`config.mk`:
```
export PLATFORM = sky130hd
export DESIGN_NAME = packet_deframer_xor_check
export DESIGN_NICKNAME = d
export VERILOG_FILES = /design/src/hw/rtl/pdx_pkg.sv /design/src/hw/rtl/pdx_datapath.sv /design/src/hw/rtl/pdx_ctrl.sv /design/src/hw/rtl/packet_deframer_xor_check.sv
export SDC_FILE = /design/constraint.sdc
export NUM_CORES = 1
export LEC_CHECK = 0
export BUFFER_PORTS_ARGS = -buffer_cell sky130_fd_sc_hd__buf_2
export CELL_PAD_IN_SITES_DETAIL_PLACEMENT = 1
export CELL_PAD_IN_SITES_GLOBAL_PLACEMENT = 1
export CORE_MARGIN = 2
export CORE_UTILIZATION = 42
export CTS_CLUSTER_SIZE = 12
export DETAILED_ROUTE_END_ITERATION = 10
export GPL_TIMING_DRIVEN = 0
export PLACE_DENSITY_LB_ADDON = 0.3
export SETUP_SLACK_MARGIN = 0.3
export SLEW_MARGIN = 20
export SYNTH_ARGS = -nofsm -noshare
export SYNTH_HDL_FRONTEND = slang
export SYNTH_SLANG_ARGS = --single-unit
```
`constraint.sdc`:
```
create_clock -name clk -period 4 [get_ports clk]
set_clock_uncertainty 0.1 [all_clocks]
set_input_delay 0.8 -clock clk [delete_from_list [all_inputs] [get_ports clk]]
set_output_delay 0.8 -clock clk [all_outputs]
set_load 0.01 [all_outputs]
```
`src/hw/rtl/pdx_pkg.sv`:
```
// ----------------------------------------------------------------------------
// pdx_pkg
// Shared constants and controller/datapath interface types for the packet
// deframer with xor checksum.
// ----------------------------------------------------------------------------
package pdx_pkg;

  localparam int MAX_PAYLOAD_DEFAULT = 64;

  localparam int LIMIT_W = 7;
  localparam int BYTE_W  = 8;
  localparam int INDEX_W = 6;

  localparam logic [LIMIT_W-1:0] LIMIT_RESET = 7'd64;

  localparam logic [BYTE_W-1:0] START_A = 8'h06;
  localparam logic [BYTE_W-1:0] START_B = 8'h85;

  // controller -> datapath
  typedef struct packed {
    logic load_len;       // length byte accepted
    logic push_data;      // payload byte accepted
    logic start_deliver;  // checksum matched, latch limit and clear position
    logic read_entry;     // fetch buffer entry at the delivery position
    logic next_entry;     // advance delivery position
  } pdx_cmd_t;

  // datapath -> controller
  typedef struct packed {
    logic is_start_a;
    logic is_start_b;
    logic len_ok;
    logic len_zero;
    logic data_done;
    logic check_ok;
    logic lim_zero;
    logic deliver_last;
  } pdx_status_t;

endpackage

```
`src/hw/rtl/pdx_datapath.sv`:
```
// ----------------------------------------------------------------------------
// pdx_datapath
// Limit register, length/position/checksum registers, payload buffer and the
// delivery position counter with its output registers.
// ----------------------------------------------------------------------------
module pdx_datapath #(
  parameter int MAX_PAYLOAD = pdx_pkg::MAX_PAYLOAD_DEFAULT
) (
  input  logic                          clk,
  input  logic                          rst,
  input  logic                          cfg_we,
  input  logic [pdx_pkg::LIMIT_W-1:0]   cfg_data,
  input  logic [pdx_pkg::BYTE_W-1:0]    rx_byte,
  input  pdx_pkg::pdx_cmd_t             cmd,
  output pdx_pkg::pdx_status_t          status,
  output logic [pdx_pkg::BYTE_W-1:0]    out_byte,
  output logic [pdx_pkg::INDEX_W-1:0]   out_index,
  output logic                          out_last
);

  localparam int ADDR_W = (MAX_PAYLOAD > 1) ? $clog2(MAX_PAYLOAD) : 1;
  localparam logic [pdx_pkg::BYTE_W-1:0] MaxB = pdx_pkg::BYTE_W'(MAX_PAYLOAD);

  logic [pdx_pkg::LIMIT_W-1:0] payload_limit;
  logic [pdx_pkg::LIMIT_W-1:0] packet_length;
  logic [pdx_pkg::LIMIT_W-1:0] fill_position;
  logic [pdx_pkg::BYTE_W-1:0]  running_check;
  logic [pdx_pkg::LIMIT_W-1:0] deliver_lim;
  logic [pdx_pkg::LIMIT_W-1:0] deliver_pos;
  logic [pdx_pkg::BYTE_W-1:0]  rd_data;
  logic                        rd_use;

  logic [pdx_pkg::BYTE_W-1:0]  payload_store [MAX_PAYLOAD];

  logic [pdx_pkg::LIMIT_W-1:0] eff_lim;
  logic [pdx_pkg::BYTE_W-1:0]  fill_inc;
  logic [pdx_pkg::BYTE_W-1:0]  pos_inc;
  logic                        fill_in_range;
  logic                        pos_in_range;

  // limit saturated to the buffer depth
  assign eff_lim = (pdx_pkg::BYTE_W'(payload_limit) > MaxB) ?
                   pdx_pkg::LIMIT_W'(MaxB) : payload_limit;

  assign fill_inc      = pdx_pkg::BYTE_W'(fill_position) + 8'd1;
  assign pos_inc       = pdx_pkg::BYTE_W'(deliver_pos) + 8'd1;
  assign fill_in_range = pdx_pkg::BYTE_W'(fill_position) < MaxB;
  assign pos_in_range  = (deliver_pos < packet_length) &&
                         (pdx_pkg::BYTE_W'(deliver_pos) < MaxB);

  always_comb begin
    status.is_start_a   = rx_byte == pdx_pkg::START_A;
    status.is_start_b   = rx_byte == pdx_pkg::START_B;
    status.len_ok       = rx_byte <= pdx_pkg::BYTE_W'(eff_lim);
    status.len_zero     = rx_byte == '0;
    status.data_done    = fill_inc >= pdx_pkg::BYTE_W'(packet_length);
    status.check_ok     = running_check == rx_byte;
    status.lim_zero     = eff_lim == '0;
    status.deliver_last = pos_inc == pdx_pkg::BYTE_W'(deliver_lim);
  end

  always_ff @(posedge clk) begin
    if (rst) begin
      payload_limit <= pdx_pkg::LIMIT_RESET;
      packet_length <= '0;
      fill_position <= '0;
      running_check <= '0;
      deliver_pos   <= '0;
      deliver_lim   <= '0;
    end else begin
      if (cfg_we) begin
        payload_limit <= cfg_data;
      end
      if (cmd.load_len) begin
        packet_length <= rx_byte[pdx_pkg::LIMIT_W-1:0];
        fill_position <= '0;
        running_check <= rx_byte;
      end
      if (cmd.push_data) begin
        running_check <= running_check ^ rx_byte;
        fill_position <= fill_inc[pdx_pkg::LIMIT_W-1:0];
      end
      if (cmd.start_deliver) begin
        deliver_lim <= eff_lim;
        deliver_pos <= '0;
      end
      if (cmd.next_entry) begin
        deliver_pos <= pos_inc[pdx_pkg::LIMIT_W-1:0];
      end
    end
  end

  // payload buffer, one write and one registered read port
  always_ff @(posedge clk) begin
    if (cmd.push_data && fill_in_range) begin
      payload_store[ADDR_W'(fill_position)] <= rx_byte;
    end
  end

  always_ff @(posedge clk) begin
    if (cmd.read_entry) begin
      rd_data <= payload_store[ADDR_W'(deliver_pos)];
      rd_use  <= pos_in_range;
    end
  end

  // positions past the received length deliver zero
  assign out_byte  = rd_use ? rd_data : '0;
  assign out_index = deliver_pos[pdx_pkg::INDEX_W-1:0];
  assign out_last  = status.deliver_last;

endmodule

```
`src/hw/rtl/pdx_ctrl.sv`:
```
// ----------------------------------------------------------------------------
// pdx_ctrl
// Frame state machine: start pair hunt, length, payload, checksum, and the
// read/present loop that delivers a good packet.
// ----------------------------------------------------------------------------
module pdx_ctrl (
  input  logic                  clk,
  input  logic                  rst,
  input  logic                  in_valid,
  output logic                  in_ready,
  output logic                  out_valid,
  input  logic                  out_ready,
  input  pdx_pkg::pdx_status_t  status,
  output pdx_pkg::pdx_cmd_t     cmd
);

  typedef enum logic [2:0] {
    ST_HUNT_A,
    ST_HUNT_B,
    ST_LENGTH,
    ST_DATA,
    ST_CHECK,
    ST_READ,
    ST_SHOW
  } state_t;

  state_t state;
  state_t state_next;
  logic   in_fire;

  assign in_ready  = (state != ST_READ) && (state != ST_SHOW);
  assign out_valid = state == ST_SHOW;
  assign in_fire   = in_valid && in_ready;

  always_comb begin
    state_next = state;
    cmd        = '0;
    unique case (state)
      ST_HUNT_A: begin
        if (in_fire && status.is_start_a) state_next = ST_HUNT_B;
      end
      ST_HUNT_B: begin
        if (in_fire) state_next = status.is_start_b ? ST_LENGTH : ST_HUNT_A;
      end
      ST_LENGTH: begin
        if (in_fire) begin
          if (status.len_ok) begin
            cmd.load_len = 1'b1;
            state_next   = status.len_zero ? ST_CHECK : ST_DATA;
          end else begin
            state_next = ST_HUNT_A;
          end
        end
      end
      ST_DATA: begin
        if (in_fire) begin
          cmd.push_data = 1'b1;
          if (status.data_done) state_next = ST_CHECK;
        end
      end
      ST_CHECK: begin
        if (in_fire) begin
          if (status.check_ok && !status.lim_zero) begin
            cmd.start_deliver = 1'b1;
            state_next        = ST_READ;
          end else begin
            state_next = ST_HUNT_A;
          end
        end
      end
      ST_READ: begin
        cmd.read_entry = 1'b1;
        state_next     = ST_SHOW;
      end
      ST_SHOW: begin
        if (out_ready) begin
          if (status.deliver_last) begin
            state_next = ST_HUNT_A;
          end else begin
            cmd.next_entry = 1'b1;
            state_next     = ST_READ;
          end
        end
      end
      default: state_next = ST_HUNT_A;
    endcase
  end

  always_ff @(posedge clk) begin
    if (rst) begin
      state <= ST_HUNT_A;
    end else begin
      state <= state_next;
    end
  end

`ifndef SYNTHESIS
  // no input taken while a byte is on offer
  assert property (@(posedge clk) disable iff (rst) out_valid |-> !in_ready)
    else $error("input accepted during delivery");

  // final byte taken returns to hunting
  assert property (@(posedge clk) disable iff (rst)
    (out_valid && out_ready && status.deliver_last) |=> (in_ready && !out_valid))
    else $error("delivery did not end after final byte");

  // a bad checksum never starts delivery
  assert property (@(posedge clk) disable iff (rst)
    (in_fire && state == ST_CHECK && !status.check_ok) |=> !cmd.read_entry)
    else $error("delivery started on checksum mismatch");

  // each accepted non-final byte is followed by a buffer read
  assert property (@(posedge clk) disable iff (rst)
    (out_valid && out_ready && !status.deliver_last) |=> cmd.read_entry)
    else $error("missing read for next byte");
`endif

endmodule

```
`src/hw/rtl/packet_deframer_xor_check.sv`:
```
// delivery: after a good packet's checksum transaction the controller reads
//   the buffer (ST_READ), then offers the first byte (ST_SHOW) until it is
//   taken; each later byte again passes through a buffer read before it is offered
// throughput: one received byte per cycle while framing; delivery takes a
//   buffer read, then a held output, for each byte, limit bytes in total
// reset: control returns to hunting and the limit to 64; buffer is not cleared
// ----------------------------------------------------------------------------
// packet_deframer_xor_check
// Recovers 0x06 0x85 framed packets with an xor checksum and delivers the
// payload, padded with zeros to the configured limit.
// ----------------------------------------------------------------------------
module packet_deframer_xor_check #(
  parameter int MAX_PAYLOAD = pdx_pkg::MAX_PAYLOAD_DEFAULT
) (
  input  logic                         clk,
  input  logic                         rst,
  input  logic                         cfg_valid,
  output logic                         cfg_ready,
  input  logic [pdx_pkg::LIMIT_W-1:0]  cfg_data,
  input  logic                         in_valid,
  output logic                         in_ready,
  input  logic [pdx_pkg::BYTE_W-1:0]   rx_byte,
  output logic                         out_valid,
  input  logic                         out_ready,
  output logic [pdx_pkg::BYTE_W-1:0]   out_byte,
  output logic [pdx_pkg::INDEX_W-1:0]  out_index,
  output logic                         out_last
);

  pdx_pkg::pdx_cmd_t    cmd;
  pdx_pkg::pdx_status_t status;

  assign cfg_ready = 1'b1;

  pdx_ctrl u_ctrl (
    .clk       (clk),
    .rst       (rst),
    .in_valid  (in_valid),
    .in_ready  (in_ready),
    .out_valid (out_valid),
    .out_ready (out_ready),
    .status    (status),
    .cmd       (cmd)
  );

  pdx_datapath #(
    .MAX_PAYLOAD (MAX_PAYLOAD)
  ) u_datapath (
    .clk       (clk),
    .rst       (rst),
    .cfg_we    (cfg_valid && cfg_ready),
    .cfg_data  (cfg_data),
    .rx_byte   (rx_byte),
    .cmd       (cmd),
    .status    (status),
    .out_byte  (out_byte),
    .out_index (out_index),
    .out_last  (out_last)
  );

endmodule
```
==> results_tabular.tex, run 1 <==
\begin{tabular}{lr}
\hline
Metric & Value \\
\hline
\multicolumn{2}{l}{\textbf{Outcome}} \\
\quad Run status & complete, no violations \\
\multicolumn{2}{l}{\textbf{Finish}} \\
\quad Share of post-route cells with drive strength above 1 & 24.9\% \\
\quad Fill cell count & 5039 \\
\quad Synthesis-to-layout area growth & 12.3\% \\
\quad Final instance area & 25800 µm² \\
\quad Top library cells by usage in the layout, fill and taps aside & edfxtp\_1, mux4\_2, nor2\_1, nand2\_1, clkbuf\_16 \\
\quad Final \#Nets & 1352 \\
\quad Final instance count without filler cells & 2039 \\
\quad Most common cell after layout, fill and taps aside & edfxtp\_1 \\
\quad Post-layout util & 47.8\% \\
\quad Inserted Diodes & 0 \\
\multicolumn{2}{l}{\textbf{Worst setup path}} \\
\quad Worst-path cell chain & clkbuf\_1, nand3\_1, nor2\_1, nand3\_1, nor2\_1 \\
\quad Buffer and inverter count on the worst path & 1 \\
\quad CP max FO & 10 \\
\quad Critical Path Start Type & flip-flop \\
\quad Class of the most critical setup path & flip-flop to flip-flop \\
\quad Launch point of the critical path & u\_ctrl.state[0] \\
\quad Cell family with the largest share of critical-path delay & simple AND/OR/NAND/NOR gates \\
\quad Cell at the slowest stage of the critical path & nor2\_1 \\
\quad Worst reg2reg path startpoint & u\_ctrl.state[0] \\
\quad Delay contributed by the slowest stage of the critical path & 920 ps \\
\quad CP arrival & 3770 ps \\
\quad Capturing element type of the critical path & flip-flop \\
\quad Required time of the worst setup path & 4140 ps \\
\multicolumn{2}{l}{\textbf{Die}} \\
\quad DIE HEIGHT & 238 µm \\
\quad Die X & 238 µm \\
\quad Num rows & 85 \\
\quad I/O pin total & 38 \\
\quad Placeable core region & 54000 µm² \\
\quad Effective utilization at floorplan & 42.6\% \\
\quad Overall die area & 56700 µm² \\
\multicolumn{2}{l}{\textbf{Logic synthesis}} \\
\quad Proportion of synthesized chip area in sequential cells & 72.0\% \\
\quad Async SR Flop Fraction & 0\% \\
\quad Number of storage elements in the synthesis netlist & 567 \\
\quad Synthesized netlist cell count & 1215 \\
\quad Synth warn & 0 \\
\quad Synthesized Nets & 1257 \\
\quad Prevailing post-synth register cell & edfxtp\_1 \\
\quad Syn avg cell area & 18.9 µm² \\
\quad Yosys cell types & 52 \\
\quad Count of flip-flops with a built-in enable after synthesis & 521 \\
\quad Synthesized area & 23000 µm² \\
\multicolumn{2}{l}{\textbf{Placement}} \\
\quad Quantity of I/O buffers inserted on ports & 34 \\
\quad Half-perimeter wire length of the detailed placement result & 36000 µm \\
\quad Placed cell count & 1946 \\
\quad Total cell area at the placement stage & 24100 µm² \\
\quad Final estimated routing congestion in global placement & 0.773 \\
\multicolumn{2}{l}{\textbf{STA}} \\
\quad Total negative slack for setup checks & 0 ps \\
\quad Final number of setup-violating endpoints & 0 \\
\quad Max-slew violation count & 0 \\
\quad Final Cycle Share & 90.8\% \\
\quad Unrepaired setup endpoints after global routing & yes \\
\quad Transition time at the pin with the least slew margin & 1030 ps \\
\quad Slew margin rel. & 31.3\% \\
\quad Highest achievable clock rate & 275 MHz \\
\quad Final Hold Vio Count & 0 \\
\quad Min cycle time layout & 3630 ps \\
\multicolumn{2}{l}{\textbf{Global route}} \\
\quad Wire length of the first global-routing pass & 83700 µm \\
\quad Maximum number of pins on one net before global-route repair & 71 \\
\quad GRT Util Overall & 20.4\% \\
\quad Total congestion overflow & 0 \\
\quad Number of global-route vias before repair & 12368 \\
\quad Antenna violations before repair & 1 \\
\multicolumn{2}{l}{\textbf{Detailed routing}} \\
\quad Post-detailed-route wirelength per cell & 27.7 µm \\
\quad Number of DRC markers after the initial detailed-route iteration & 917 \\
\quad DRC violations left & 0 \\
\quad Routed Wire Length & 56400 µm \\
\quad Via Count & 11683 \\
\quad Vias per Instance & 5.73 \\
\quad First drt pass iteration count & 5 \\
\quad Remaining antenna violation count & 0 \\
\multicolumn{2}{l}{\textbf{Flow run}} \\
\quad \# Max-Cap Violations & 0 \\
\multicolumn{2}{l}{\textbf{Clocking}} \\
\quad Clock sinks & 567 \\
\quad Clock tree from TritonCTS & built \\
\quad Max clock buf depth & 3 \\
\quad Clock buffers created by TritonCTS & 57 \\
\quad Insertion delay of the later-clocked pin in the worst-skew pair & 620 ps \\
\quad H-tree depth & 2 \\
\quad Count of hold-fix buffers inserted at cts & 0 \\
\quad Root buffer cell & clkbuf\_16 \\
\quad Post-CTS clock slew at the launch and capture registers of the worst setup and hold paths & 70 ps \\
\multicolumn{2}{l}{\textbf{Hold path}} \\
\quad Classification of the worst-slack hold path & input pin to flip-flop \\
\quad Min-Delay Startpoint & cfg\_data[6] \\
\multicolumn{2}{l}{\textbf{Pwr}} \\
\quad LEAKAGE & 7.87 nW \\
\quad Total power density per cell area & 445 nW/µm² \\
\quad Worst voltage drop across the vdd grid & 0.311 mV \\
\hline
\end{tabular}
==> worst reg2reg max path: cells and delay by family, from the launching register on <==
family        cells  cell delay (ps)
flops             1              450
simple gates      4             2350
buf+inv           1              350
==> cell usage after synthesis (10+ instances only) <==
library cell  number  area, µm²
and2_1            10       62.6
edfxtp_1         521      15600
xnor2_1           14        123
mux4_2           168       3780
buf_1             10       37.5
nor3_1            11       55.1
ha_1              22        275
inv_1             18       67.6
nor2_1            95        357
nand2_1           68        255
buf_4             15        113
a21oi_1           30        150
clkbuf_1          37        139
buf_2             10       50.1
nand3_1           31        155
dfxtp_1           46        921
==> final timing paths <==
kind                                                        end  slack, ps  cells after the start
worst max-delay path            u_datapath.payload_store[44][4]        370                      5
worst min-delay path                u_datapath.payload_limit[6]        310                      3
worst max register to register  u_datapath.payload_store[44][4]        370                      5
worst min register to register      u_datapath.packet_length[2]        360                      2
==> layer usage <==
metal / part of all wire (%) / track usage (%) / vias up / wire, µm
li1: - / - / 5071 / -
met1: 45 / 29.1 / 6223 / 25300
met2: 47 / 32.2 / 301 / 26500
met3: 5.2 / 3.86 / 88 / 2940
met4: 2.9 / 6.29 / 0 / 1660
met5: 0 / 0 / - / 0
==> timing repair <==
| action | in CTS | in global routing |
|---|---|---|
| pin swaps | 1 | 2 |
| gates resized for setup | 13 | 28 |
| hold endpoints to repair | 0 | 0 |
| setup endpoints to repair | 67 | 182 |
| setup buffers | 0 | 1 |
==> metrics by stage <==
step | hold slack, ps | setup slack (ps) | total power [mW]
2_1_floorplan | 336 | 906 | 6.63
3_3_place_gp | 350 | -572 | 6.75
3_5_place_dp | 350 | -235 | 6.76
4_1_cts | 279 | 159 | 11.6
5_1_grt | 298 | 158 | 11.8
6_report | 310 | 367 | 11.5
==> cell type report <==
class                      instances  area (µm²)  share of cell area (%)
sequential                       567       16600                    64.1
multi-input combinational        555        6120                    23.7
clock buffer                      75        1500                    5.82
tap                              696         871                    3.37
buffer                            73         364                    1.41
timing repair buffer              36         213                   0.823
clock inverter                    17         131                   0.508
inverter                          20        76.3                   0.295
==> where the power goes <==
group	internal (mW)	leakage, nW	total [mW]	switching [mW]
clock network	2.68	0.795	4.88	2.20
registers	6.47	5.05	6.47	0.00349
logic	0.0278	2.02	0.159	0.131
total	9.17	7.87	11.5	2.33
==> registers in the layout, indices dropped and copies added (netlist names), 7 cells and up <==
register	flops
u_datapath.deliver_lim	7
u_datapath.deliver_pos	7
u_datapath.fill_position	7
u_datapath.packet_length	7
u_datapath.payload_limit	7
u_datapath.payload_store	512
u_datapath.rd_data	8
u_datapath.running_check	8
==> kinds of logic (layout without fill, tap and decap cells) <==
| group | count (synthesis) | in the layout | synth area share [%] |
|---|---|---|---|
| AND/OR/NAND/NOR | 257 | 257 | 5.11 |
| buffers and inverters | 93 | 221 | 1.85 |
| other | 1 | 1 | 0.0163 |
| AO/OA/AOI/OAI | 77 | 77 | 2.19 |
| flip-flops | 567 | 567 | 72.0 |
| multiplexers | 177 | 177 | 16.8 |
| adder cells (fa/ha/maj) | 22 | 22 | 1.20 |
| XOR/XNOR | 21 | 21 | 0.799 |
(Power assumes the default switching activity.)
==> run 2, diff against run 1 <==
- CORE_ASPECT_RATIO: default -> 1.1
==> results_tabular.tex, run 2 (synthesis results as in run 1) <==
\begin{tabular}{lr}
\hline
Metric & Value \\
\hline
\multicolumn{2}{l}{\textbf{Global route}} \\
\quad Wire length of the first global-routing pass & 84900 µm \\
\quad GRT Util Overall & 20.9\% \\
\quad Total congestion overflow & 0 \\
\quad Antenna violations before repair & 1 \\
\quad Maximum number of pins on one net before global-route repair & 71 \\
\quad Number of global-route vias before repair & 12383 \\
\multicolumn{2}{l}{\textbf{Detailed routing}} \\
\quad Via Count & 11743 \\
\quad Post-detailed-route wirelength per cell & 27.7 µm \\
\quad Number of DRC markers after the initial detailed-route iteration & 1138 \\
\quad Vias per Instance & 5.66 \\
\quad First drt pass iteration count & 6 \\
\quad Remaining antenna violation count & 0 \\
\quad Routed Wire Length & 57500 µm \\
\quad DRC violations left & 0 \\
\multicolumn{2}{l}{\textbf{Finish}} \\
\quad Most common cell after layout, fill and taps aside & edfxtp\_1 \\
\quad Register containing the most flip-flops in the final layout & u\_datapath.payload\_store \\
\quad Synthesis-to-layout area growth & 12.9\% \\
\quad Top library cells by usage in the layout, fill and taps aside & edfxtp\_1, mux4\_2, nand2\_1, nor2\_1, clkbuf\_16 \\
\quad Number of flip-flops in the largest register & 512 \\
\quad Share of post-route cells with drive strength above 1 & 26.4\% \\
\quad Inserted Diodes & 0 \\
\quad Leading registers by flop count & u\_datapath.payload\_store (512), u\_datapath.rd\_data (8), u\_datapath.running\_check (8) \\
\quad Final \#Nets & 1356 \\
\quad Final instance area & 26000 µm² \\
\quad Fill cell count & 5084 \\
\multicolumn{2}{l}{\textbf{STA}} \\
\quad Final number of setup-violating endpoints & 0 \\
\quad Max-slew violation count & 0 \\
\quad Slew margin rel. & 31.2\% \\
\quad Min cycle time layout & 3680 ps \\
\quad Transition time at the pin with the least slew margin & 1030 ps \\
\quad Final Cycle Share & 92.0\% \\
\quad Final Hold Vio Count & 0 \\
\quad Highest achievable clock rate & 272 MHz \\
\quad Final setup slack of the worst path & 319 ps \\
\quad Unrepaired setup endpoints after global routing & yes \\
\multicolumn{2}{l}{\textbf{Pwr}} \\
\quad Total power density per cell area & 446 nW/µm² \\
\quad Worst voltage drop across the vdd grid & 0.337 mV \\
\quad LEAKAGE & 7.91 nW \\
\multicolumn{2}{l}{\textbf{Die}} \\
\quad Num rows & 89 \\
\quad DIE HEIGHT & 249 µm \\
\quad I/O pin total & 38 \\
\quad Die X & 227 µm \\
\quad Overall die area & 56700 µm² \\
\quad Placeable core region & 53900 µm² \\
\quad Effective utilization at floorplan & 42.7\% \\
\multicolumn{2}{l}{\textbf{Clocking}} \\
\quad Clock sinks & 567 \\
\quad Post-CTS clock slew at the launch and capture registers of the worst setup and hold paths & 60 ps \\
\quad Count of hold-fix buffers inserted at cts & 0 \\
\quad Clock buffers created by TritonCTS & 58 \\
\quad Max clock buf depth & 3 \\
\quad Clock tree from TritonCTS & built \\
\quad Insertion delay of the later-clocked pin in the worst-skew pair & 620 ps \\
\quad H-tree depth & 2 \\
\quad Root buffer cell & clkbuf\_16 \\
\multicolumn{2}{l}{\textbf{Placement}} \\
\quad Quantity of I/O buffers inserted on ports & 34 \\
\quad Final estimated routing congestion in global placement & 0.808 \\
\quad Total cell area at the placement stage & 24100 µm² \\
\quad Post-Place Worst Slack & -245 ps \\
\quad Half-perimeter wire length of the detailed placement result & 36700 µm \\
\multicolumn{2}{l}{\textbf{Outcome}} \\
\quad Run status & complete, no violations \\
\multicolumn{2}{l}{\textbf{Worst setup path}} \\
\quad CP arrival & 3830 ps \\
\quad Required time of the worst setup path & 4150 ps \\
\quad Launch point of the critical path & u\_ctrl.state[0] \\
\quad Class of the most critical setup path & flip-flop to flip-flop \\
\quad CP max FO & 10 \\
\quad FF-to-FF path depth & 5 \\
\quad Capturing element type of the critical path & flip-flop \\
\quad Worst reg2reg path startpoint & u\_ctrl.state[0] \\
\quad Critical Path Start Type & flip-flop \\
\multicolumn{2}{l}{\textbf{Flow run}} \\
\quad \# Max-Cap Violations & 0 \\
\multicolumn{2}{l}{\textbf{Hold path}} \\
\quad Classification of the worst-slack hold path & input pin to flip-flop \\
\quad Cell depth of the worst hold path & 3 \\
\quad Min-Delay Startpoint & cfg\_data[6] \\
\hline
\end{tabular}
## run 2: cell types whose count changed in the layout (fill, tap and decap cells not counted), sizes merged
cell	previous run	this run
inv	19	21
clkbuf	111	114
clkinv	16	11
buf	73	74
clkinvlp	1	4
## run 2: metrics by stage
step	hold WS [ps]	total power, mW	cells	setup TNS, ps	utilization (%)
2_1_floorplan	336	6.63	1215	0	-
3_3_place_gp	347	6.75	1977	-17640	44.7
3_5_place_dp	353	6.76	1979	-14660	44.8
4_1_cts	270	11.7	2072	0	48.0
5_1_grt	303	11.9	2075	0	48.2
6_report	292	11.6	2075	0	48.2
## run 2: final cells by class
class | count | area, µm² | share of cell area [%]
buffer | 73 | 367 | 1.41
sequential | 567 | 16600 | 63.8
timing repair buffer | 39 | 228 | 0.877
multi-input combinational | 555 | 6140 | 23.7
clock inverter | 17 | 138 | 0.530
clock buffer | 76 | 1540 | 5.93
inverter | 20 | 78.8 | 0.304
tap | 728 | 911 | 3.51
## run 2: metal layers
layer,track usage [%],wire length (µm)
met5,0,11
met4,6.67,1690
met3,4.21,3000
met2,33.8,28500
met1,28.6,24300
## run 2: where the power goes
group	total [mW]	internal, mW	leakage, nW	switching, mW
logic	0.158	0.0269	2.05	0.132
clock network	4.95	2.74	0.810	2.21
registers	6.47	6.47	5.05	0.00344
## run 2: repair_timing
item | in CTS | in global routing
gates resized for setup | 26 | 25
gates cloned | 0 | 0
pin swaps | 0 | 2
setup endpoints to repair | 124 | 292
setup buffers | 0 | 3
## run 2: worst max-delay path, cell delays in order, from the launching register on
cell and delay (ps):
dfxtp_1 430, clkbuf_1 360, nand3_1 390, nor2_1 400
nand3_1 700, nor2_1 910
## run 2: worst paths after layout
kind	to	slack, ps
worst max register to register	u_datapath.payload_store[52][1]	320
worst max-delay path	u_datapath.payload_store[52][1]	320
worst min-delay path	u_datapath.payload_limit[6]	290
worst min register to register	u_datapath.packet_length[2]	360
==> run 3, diff against run 2 <==
- CORE_ASPECT_RATIO: 1.1 -> default
- clock period: 4 -> 3.8 ns (I/O delays scaled with it)
==> results_tabular.tex, run 3 (synthesis results as in run 1) <==
\begin{tabular}{lr}
\hline
Metric & Value \\
\hline
\multicolumn{2}{l}{\textbf{Worst setup path}} \\
\quad Top cell by count, worst path & nor2\_1 \\
\quad Worst-path cell chain & clkbuf\_1, nand3\_1, nor2\_1, nand2\_1, nor2\_1 \\
\quad Capturing element type of the critical path & flip-flop \\
\quad Cell at the slowest stage of the critical path & nor2\_1 \\
\quad Class of the most critical setup path & flip-flop to flip-flop \\
\quad Launch point of the critical path & u\_ctrl.state[0] \\
\quad CP max FO & 10 \\
\quad Delay contributed by the slowest stage of the critical path & 850 ps \\
\quad Required time of the worst setup path & 3930 ps \\
\quad Worst reg2reg path startpoint & u\_ctrl.state[0] \\
\quad CP arrival & 3660 ps \\
\quad Critical Path Start Type & flip-flop \\
\quad FF-to-FF path depth & 5 \\
\multicolumn{2}{l}{\textbf{Finish}} \\
\quad Fill cell count & 5025 \\
\quad Share of post-route cells with drive strength above 1 & 28.0\% \\
\quad Final \#Nets & 1354 \\
\quad Register containing the most flip-flops in the final layout & u\_datapath.payload\_store \\
\quad Inserted Diodes & 0 \\
\quad Number of flip-flops in the largest register & 512 \\
\quad Synthesis-to-layout area growth & 12.9\% \\
\quad Most common cell after layout, fill and taps aside & edfxtp\_1 \\
\quad Leading registers by flop count & u\_datapath.payload\_store (512), u\_datapath.rd\_data (8), u\_datapath.running\_check (8) \\
\quad Area of the multi-input gates & 6200 µm² \\
\quad Register cell area after layout & 16600 µm² \\
\quad Top library cells by usage in the layout, fill and taps aside & edfxtp\_1, mux4\_2, nand2\_1, clkbuf\_16, nor2\_1 \\
\quad Post-layout util & 48.1\% \\
\multicolumn{2}{l}{\textbf{Hold path}} \\
\quad Cell depth of the worst hold path & 3 \\
\quad Classification of the worst-slack hold path & input pin to flip-flop \\
\quad Min-Delay Startpoint & cfg\_data[6] \\
\multicolumn{2}{l}{\textbf{Detailed routing}} \\
\quad Met3 routed WL & 3170 µm \\
\quad Remaining antenna violation count & 0 \\
\quad DRC violations left & 0 \\
\quad Routed Wire Length & 56700 µm \\
\quad Met2 Wirelength & 26700 µm \\
\quad Number of DRC markers after the initial detailed-route iteration & 946 \\
\quad Post-detailed-route wirelength per cell & 27.8 µm \\
\quad Topmost layer with routed signal wires & met4 \\
\quad Vias per Instance & 5.76 \\
\quad Via Count & 11749 \\
\quad Wl on met1 & 25200 µm \\
\quad First drt pass iteration count & 5 \\
\multicolumn{2}{l}{\textbf{Global route}} \\
\quad Wire length of the first global-routing pass & 83800 µm \\
\quad Number of global-route vias before repair & 12361 \\
\quad Maximum number of pins on one net before global-route repair & 71 \\
\quad Antenna violations before repair & 1 \\
\quad Total congestion overflow & 0 \\
\quad GRT Util Overall & 20.5\% \\
\multicolumn{2}{l}{\textbf{Clocking}} \\
\quad Max clock buf depth & 3 \\
\quad Insertion delay of the later-clocked pin in the worst-skew pair & 620 ps \\
\quad Root buffer cell & clkbuf\_16 \\
\quad Post-CTS clock slew at the launch and capture registers of the worst setup and hold paths & 60 ps \\
\quad Clock sinks & 567 \\
\quad Count of hold-fix buffers inserted at cts & 0 \\
\quad Clock tree from TritonCTS & built \\
\quad Clock buffers created by TritonCTS & 57 \\
\quad H-tree depth & 2 \\
\multicolumn{2}{l}{\textbf{Pwr}} \\
\quad Worst voltage drop across the vdd grid & 0.326 mV \\
\quad Total power draw & 12.1 mW \\
\quad Total power density per cell area & 467 nW/µm² \\
\quad LEAKAGE & 7.92 nW \\
\multicolumn{2}{l}{\textbf{Outcome}} \\
\quad Run status & complete, no violations \\
\multicolumn{2}{l}{\textbf{STA}} \\
\quad Final Hold Vio Count & 0 \\
\quad Transition time at the pin with the least slew margin & 1050 ps \\
\quad Max-slew violation count & 0 \\
\quad Final number of setup-violating endpoints & 0 \\
\quad Final setup slack of the worst path & 273 ps \\
\quad Min cycle time layout & 3530 ps \\
\quad Final Cycle Share & 92.8\% \\
\quad Slew margin rel. & 30.3\% \\
\quad Unrepaired setup endpoints after global routing & yes \\
\quad Total negative slack for setup checks & 0 ps \\
\quad Highest achievable clock rate & 283 MHz \\
\multicolumn{2}{l}{\textbf{Die}} \\
\quad DIE HEIGHT & 238 µm \\
\quad Die X & 238 µm \\
\quad I/O pin total & 38 \\
\quad Overall die area & 56700 µm² \\
\quad Placeable core region & 54000 µm² \\
\quad Num rows & 85 \\
\quad Effective utilization at floorplan & 42.6\% \\
\multicolumn{2}{l}{\textbf{Placement}} \\
\quad Final estimated routing congestion in global placement & 0.773 \\
\quad Quantity of I/O buffers inserted on ports & 34 \\
\quad Half-perimeter wire length of the detailed placement result & 36000 µm \\
\quad Post-Place Worst Slack & -395 ps \\
\multicolumn{2}{l}{\textbf{Flow run}} \\
\quad \# Max-Cap Violations & 0 \\
\hline
\end{tabular}
run 3: changes by cell type in the layout (fill, tap and decap cells not counted), sizes merged:
| cell | previous run | this run |
|---|---|---|
| clkinv | 11 | 15 |
| clkbuf | 114 | 112 |
| clkinvlp | 4 | 2 |
| inv | 21 | 19 |
run 3: where the power goes:
part	internal [mW]	total, mW	switching, mW
Clock	2.82	5.15	2.33
Combinational	0.0294	0.168	0.138
Sequential	6.81	6.81	0.00399
run 3: layout make-up:
| cell class | instances | area share [%] |
|---|---|---|
| Timing Repair Buffer | 38 | 0.924 |
| Buffer | 73 | 1.51 |
| Multi-Input combinational cell | 555 | 23.9 |
| Clock inverter | 17 | 0.506 |
| Inverter | 20 | 0.308 |
| Clock buffer | 75 | 5.79 |
| Sequential cell | 567 | 63.8 |
| Tap cell | 696 | 3.35 |
run 3: metal layers:
metal | up-vias | global-route usage [%]
met5 | - | 0
met4 | 0 | 6.29
met3 | 93 | 4.00
met2 | 337 | 32.0
met1 | 6238 | 29.3
li1 | 5081 | -
run 3: what timing repair did:
item                                    in CTS  in global routing
resized for setup                           36                 56
pin swaps                                    1                  3
endpoints found under the setup margin     182                520
buffers inserted                             1                  2
run 3: critical path: cells and delay by family (launching register included):
kind	cells	cell delay, ps
DFF	1	450
buffers and inverters	1	350
and+or+nand+nor	4	2230
run 3: through the flow:
step,area (µm²),cells,hold slack (ps)
after global placement,24100,1945,350
after floorplan,23000,1215,336
after global routing,26000,2041,258
final,26000,2041,272
after detailed placement,24100,1946,350
after CTS,25800,2039,239
run 3: path summary, 6_finish.rpt:
kind                                                  endpoint  slack, ps
worst max-delay path            u_datapath.payload_store[5][2]        270
worst max register to register  u_datapath.payload_store[5][2]        270
worst min register to register     u_datapath.packet_length[2]        360
worst min-delay path               u_datapath.payload_limit[6]        270
